### config.mk
export PLATFORM = sky130hd
export DESIGN_NAME = rgbconv_cell
export DESIGN_NICKNAME = d
export VERILOG_FILES = /design/src/design/rgbconv_pkg.sv /design/src/design/rgbconv_cell.sv
export SDC_FILE = /design/constraint.sdc
export NUM_CORES = 2
export LEC_CHECK = 0
export BUFFER_PORTS_ARGS = -buffer_cell sky130_fd_sc_hd__buf_2
export CAP_MARGIN = 5
export CORE_ASPECT_RATIO = 1.25
export CORE_MARGIN = 10
export CORE_UTILIZATION = 40
export DETAILED_ROUTE_END_ITERATION = 10
export SYNTH_ARGS = -nofsm -noshare
export SYNTH_HDL_FRONTEND = slang
export SYNTH_SLANG_ARGS = --single-unit
export TNS_END_PERCENT = 1
### constraint.sdc
create_clock -name clk -period 6.7 [get_ports clk]
set_clock_uncertainty 0.1 [all_clocks]
set_input_delay 1.34 -clock clk [delete_from_list [all_inputs] [get_ports clk]]
set_output_delay 1.34 -clock clk [all_outputs]
set_load 0.03 [all_outputs]
### src/design/rgbconv_pkg.sv
// ----------------------------------------------------------------------------
// rgbconv_pkg
// shared types and constants of the rgb image convolution unit
// ----------------------------------------------------------------------------
package rgbconv_pkg;

  localparam int PIX_W  = 24;
  localparam int WT_W   = 16;
  localparam int GAIN_W = 24;
  localparam int OFFS_W = 24;
  localparam int IN_W   = 48;
  localparam int OUT_W  = 48;

  localparam logic OP_WEIGHT = 1'b0;
  localparam logic OP_PIXEL  = 1'b1;

  localparam logic [2:0] REG_IMAGE_WIDTH   = 3'd0;
  localparam logic [2:0] REG_IMAGE_HEIGHT  = 3'd1;
  localparam logic [2:0] REG_KERNEL_WIDTH  = 3'd2;
  localparam logic [2:0] REG_KERNEL_HEIGHT = 3'd3;
  localparam logic [2:0] REG_NORM_MODE     = 3'd4;
  localparam logic [2:0] REG_KERNEL_OFFSET = 3'd5;
  localparam logic [2:0] REG_NORM_GAIN     = 3'd6;
  localparam logic [2:0] REG_ABS_GAIN      = 3'd7;

  typedef struct packed {
    logic            wload;
    logic [4:0]      widx;
    logic [WT_W-1:0] wval;
    logic            shift;
    logic            rot;
    logic            clr;
    logic            mac_en;
    logic [3:0]      kh;
  } ctl_t;

endpackage

### src/design/rgbconv_cell.sv
// ----------------------------------------------------------------------------
// rgbconv_cell
// one kernel row: window row, weight row and a rotating multiply-accumulate
// ----------------------------------------------------------------------------
module rgbconv_cell #(
  parameter int M     = 5,
  parameter int ROW   = 0,
  parameter int SUM_W = 30
) (
  input  logic                          clk,
  input  logic                          rst,
  input  rgbconv_pkg::ctl_t             ctl,
  input  logic [rgbconv_pkg::PIX_W-1:0] pix_in,
  input  logic signed [SUM_W-1:0]       sum_in  [3],
  output logic signed [SUM_W-1:0]       sum_out [3]
);
  import rgbconv_pkg::*;

  logic [PIX_W-1:0]       pw  [M];
  logic signed [WT_W-1:0] w   [M];
  logic signed [SUM_W-1:0] acc [3];
  logic signed [24:0]     prod [3];
  logic                   row_en;

  assign row_en = ROW < int'(ctl.kh);

  always_comb begin
    for (int c = 0; c < 3; c++) begin
      prod[c] = w[0] * $signed({1'b0, pw[0][8*c +: 8]});
      sum_out[c] = sum_in[c] + acc[c];
    end
  end

  always_ff @(posedge clk) begin
    if (rst) begin
      for (int j = 0; j < M; j++) begin
        pw[j] <= '0;
        w[j]  <= '0;
      end
      for (int c = 0; c < 3; c++) begin
        acc[c] <= '0;
      end
    end else begin
      if (ctl.wload) begin
        for (int j = 0; j < M; j++) begin
          if (int'(ctl.widx) == ROW * M + j) begin
            w[j] <= ctl.wval;
          end
        end
      end
      if (ctl.shift) begin
        pw[0] <= pix_in;
        for (int j = 1; j < M; j++) begin
          pw[j] <= pw[j-1];
        end
      end
      if (ctl.clr) begin
        for (int c = 0; c < 3; c++) begin
          acc[c] <= '0;
        end
      end
      if (ctl.rot) begin
        for (int j = 0; j < M - 1; j++) begin
          pw[j] <= pw[j+1];
          w[j]  <= w[j+1];
        end
        pw[M-1] <= pw[0];
        w[M-1]  <= w[0];
        if (ctl.mac_en && row_en) begin
          for (int c = 0; c < 3; c++) begin
            acc[c] <= acc[c] + SUM_W'(prod[c]);
          end
        end
      end
    end
  end

endmodule

==> reports/qor.yml <==
hold_violations: 0
outcome: "finished, final reports clean"
hpwl_microns: 68700
final_util: 0.445
post-route-min-period_ns: 6.26
die_height_microns: 343
cp.arrival_ns: 6.53
cp-end-kind: "flop"
route.detailed.drc: 0
finalSetupTns_ns: 0
setup_viol: 0
syn_area_sq_um: 33400
rsz0062_at_grt: "no"
ios: 236
synthSimpleGateAreaFrac: 0.142
muxShareOfSynthArea: 0.00244
routed_wl_microns: 85300
leakage_nw: 18.7
multiInputGateArea_sq_um: 22000
dieArea_sq_um: 95400
critPathLaunchType: "flop"
seqCellArea_sq_um: 8710
ir_worst_vdd_mv: 0.230
first_pass_iters: 6
slew_violations: 0
async_flop_share: 0
core_sq_um: 82800
syn_nets: 4295
grt_pass1_vias: 25600
crit_type: "flop to flop"
critPathMaxStageDelay_ns: 0.69
tritoncts: "yes"
synth_cells: 3480
fmax_ghz: 0.160
io_buffers: 235
syn_avg_cell_area_sq_um: 9.59
worst-path-max-fanout: 14
synth-edff-count: 290
antenna_left: 0
fill_cells: 8031
synth_top_family_by_area: "adder cells"
ys_seq_area_frac: 0.261
slowest_stage: "edfxtp_1"
start_util: 0.403
area_growth_pct: 10.4
clk_pin_slew_worst_paths_ns: 0.07
synth_compound_gate_area_share: 0.136
cts_inserted_buffers: 31
grt_pass1_wl_microns: 137000
antenna_cells: 0
ys.warnings.count: 0
finalCritPeriodShare: 0.935
placementRows: 118
synth_adder_area_share: 0.339
clockBufferDepth: 3
ctsHtreeMaxLevel: 1
globalplace.congestion: 0.876
ys_ff_latch: 290
fin_nets: 4480
path_cells: "buf_4 > nand2_1 > fa_1 > fa_1 > fa_1 > fa_1 > inv_1 > fa_1 > ha_1 > a21oi_1 > o21ai_0 > a2111o_1 > a41o_1 > a31oi_1 > a31oi_1 > xnor2_1 > nor2_1"
die_w_microns: 278
slew_headroom: 0.290
synthFlopType: "edfxtp_1"
crit_path_frequent_cell: "fa_1"
grt.overflow.total: 0
antenna_found_initial: 2
whs_ns: 0.398
clock_latency_ns: 0.63
wl_per_cell_microns: 17.9
post_cts_buffers: 0
power_density_nw_per_um2: 204
yosys.area_share.xor_xnor: 0.0386
synth_cell_types: 69
drtIter0Drc: 1243
via_count: 24600
gr-usage-all-layers: 0.177
viasPerCell: 5.16
drive_above_1_share: 0.103
worst_slew_pin_slew_ns: 1.07
cts-resized-gates: 0
clkSinkCount: 290
clockRootBuffer: "clkbuf_16"
grt_start_max_net_pins: 82
maxCapViolCount: 0
hold_path.class: "flop to flop"
cts_hold_buf: 0
crit_required_ns: 6.97
-- power by group --
group / switching, W / internal (W)
Clock: 0.000793 / 0.000925
Combinational: 0.00214 / 0.00131
Sequential: 0.000167 / 0.00217
-- cell families after synthesis --
logic type | Yosys count
DFF | 290
and+or+nand+nor | 998
adders and majority gates | 669
muxes | 8
xor gates and xnor gates | 147
AOI/OAI and AO/OA | 646
buffers and inverters | 722
-- critical path: cells and delay by family, from the launching register on --
family | cells | cell delay, ns
AO/OA/AOI/OAI | 6 | 1.65
buffers and inverters | 2 | 0.39
AND/OR/NAND/NOR | 2 | 0.16
adder cells (fa/ha/maj) | 6 | 2.87
XOR/XNOR | 1 | 0.16
flip-flops | 1 | 0.69
-- path summary, 6_finish.rpt --
path                 start    endpoint  cells past startpoint  slack (ns)
hold / removal    w[0][51]    w[0][35]                      2        0.40
setup / recovery  w[0][13]  acc[0][86]                     17        0.44
hold reg to reg   w[0][51]    w[0][35]                      2        0.40
setup reg to reg  w[0][13]  acc[0][86]                     17        0.44
-- synth_stat cells (22+ instances only) --
cell type  number  share of area
and2_1        219          0.041
fa_1          393           0.24
inv_1         573          0.064
o21ai_0        77          0.012
a21oi_1       154          0.023
edfxtp_1      290           0.26
ha_1          276           0.10
nand4_1        22         0.0041
nand3_1        27         0.0041
o21bai_1       31         0.0070
xnor2_1       104          0.027
clkbuf_1      147          0.017
a21o_1        100          0.023
nand2_1       451          0.051
nor3_1         28         0.0042
o21a_1         24         0.0054
nor2_1        147          0.017
a22o_1        121          0.032
xor2_1         43          0.011
nand2b_1       24         0.0045
-- area by class of cell --
type	count	area share
Multi-Input combinational cell	2468	0.596
Sequential cell	290	0.236
Inverter	573	0.0584
Timing Repair Buffer	301	0.0457
Tap cell	1080	0.0367
Clock buffer	31	0.0211
Clock inverter	24	0.00547
-- through the flow --
step	total power (W)	worst slack [ns]	area [sq um]	std cells
finish	0.00751	0.435	36800	4767
global route	0.00807	0.0861	36800	4767
CTS	0.00760	0.458	36800	4767
detailed placement	0.00585	0.461	35900	4712
global placement	0.00583	0.418	35900	4712
floorplan	0.00490	0.827	33400	3480
-- per-layer routing --
layer / track usage / share of wire / vias up
li1: - / - / 11900
met2: 0.332 / 0.53 / 502
met4: 0.0450 / 0.023 / 2
met3: 0.0232 / 0.042 / 93
met1: 0.210 / 0.41 / 12100
met5: 0 / 0.00023 / -
-- sequential cells by signal, indices dropped and copies added, names as in the netlist --
signal / flops
pw: 120
acc: 90
w: 80
-- layout by cell type (no fill, tap or decap), types with 31 or more instances in the layout --
cell type	n
a21o_1	100
xnor2_1	104
ha_1	276
xor2_1	43
o21bai_1	31
o21ai_0	76
fa_1	393
a22o_1	121
nand2_1	451
inv_1	573
buf_2	235
nor2_1	147
and2_1	218
a21oi_1	154
edfxtp_1	290
buf_4	65
clkbuf_16	31
Power figures use the tool's default switching activity.
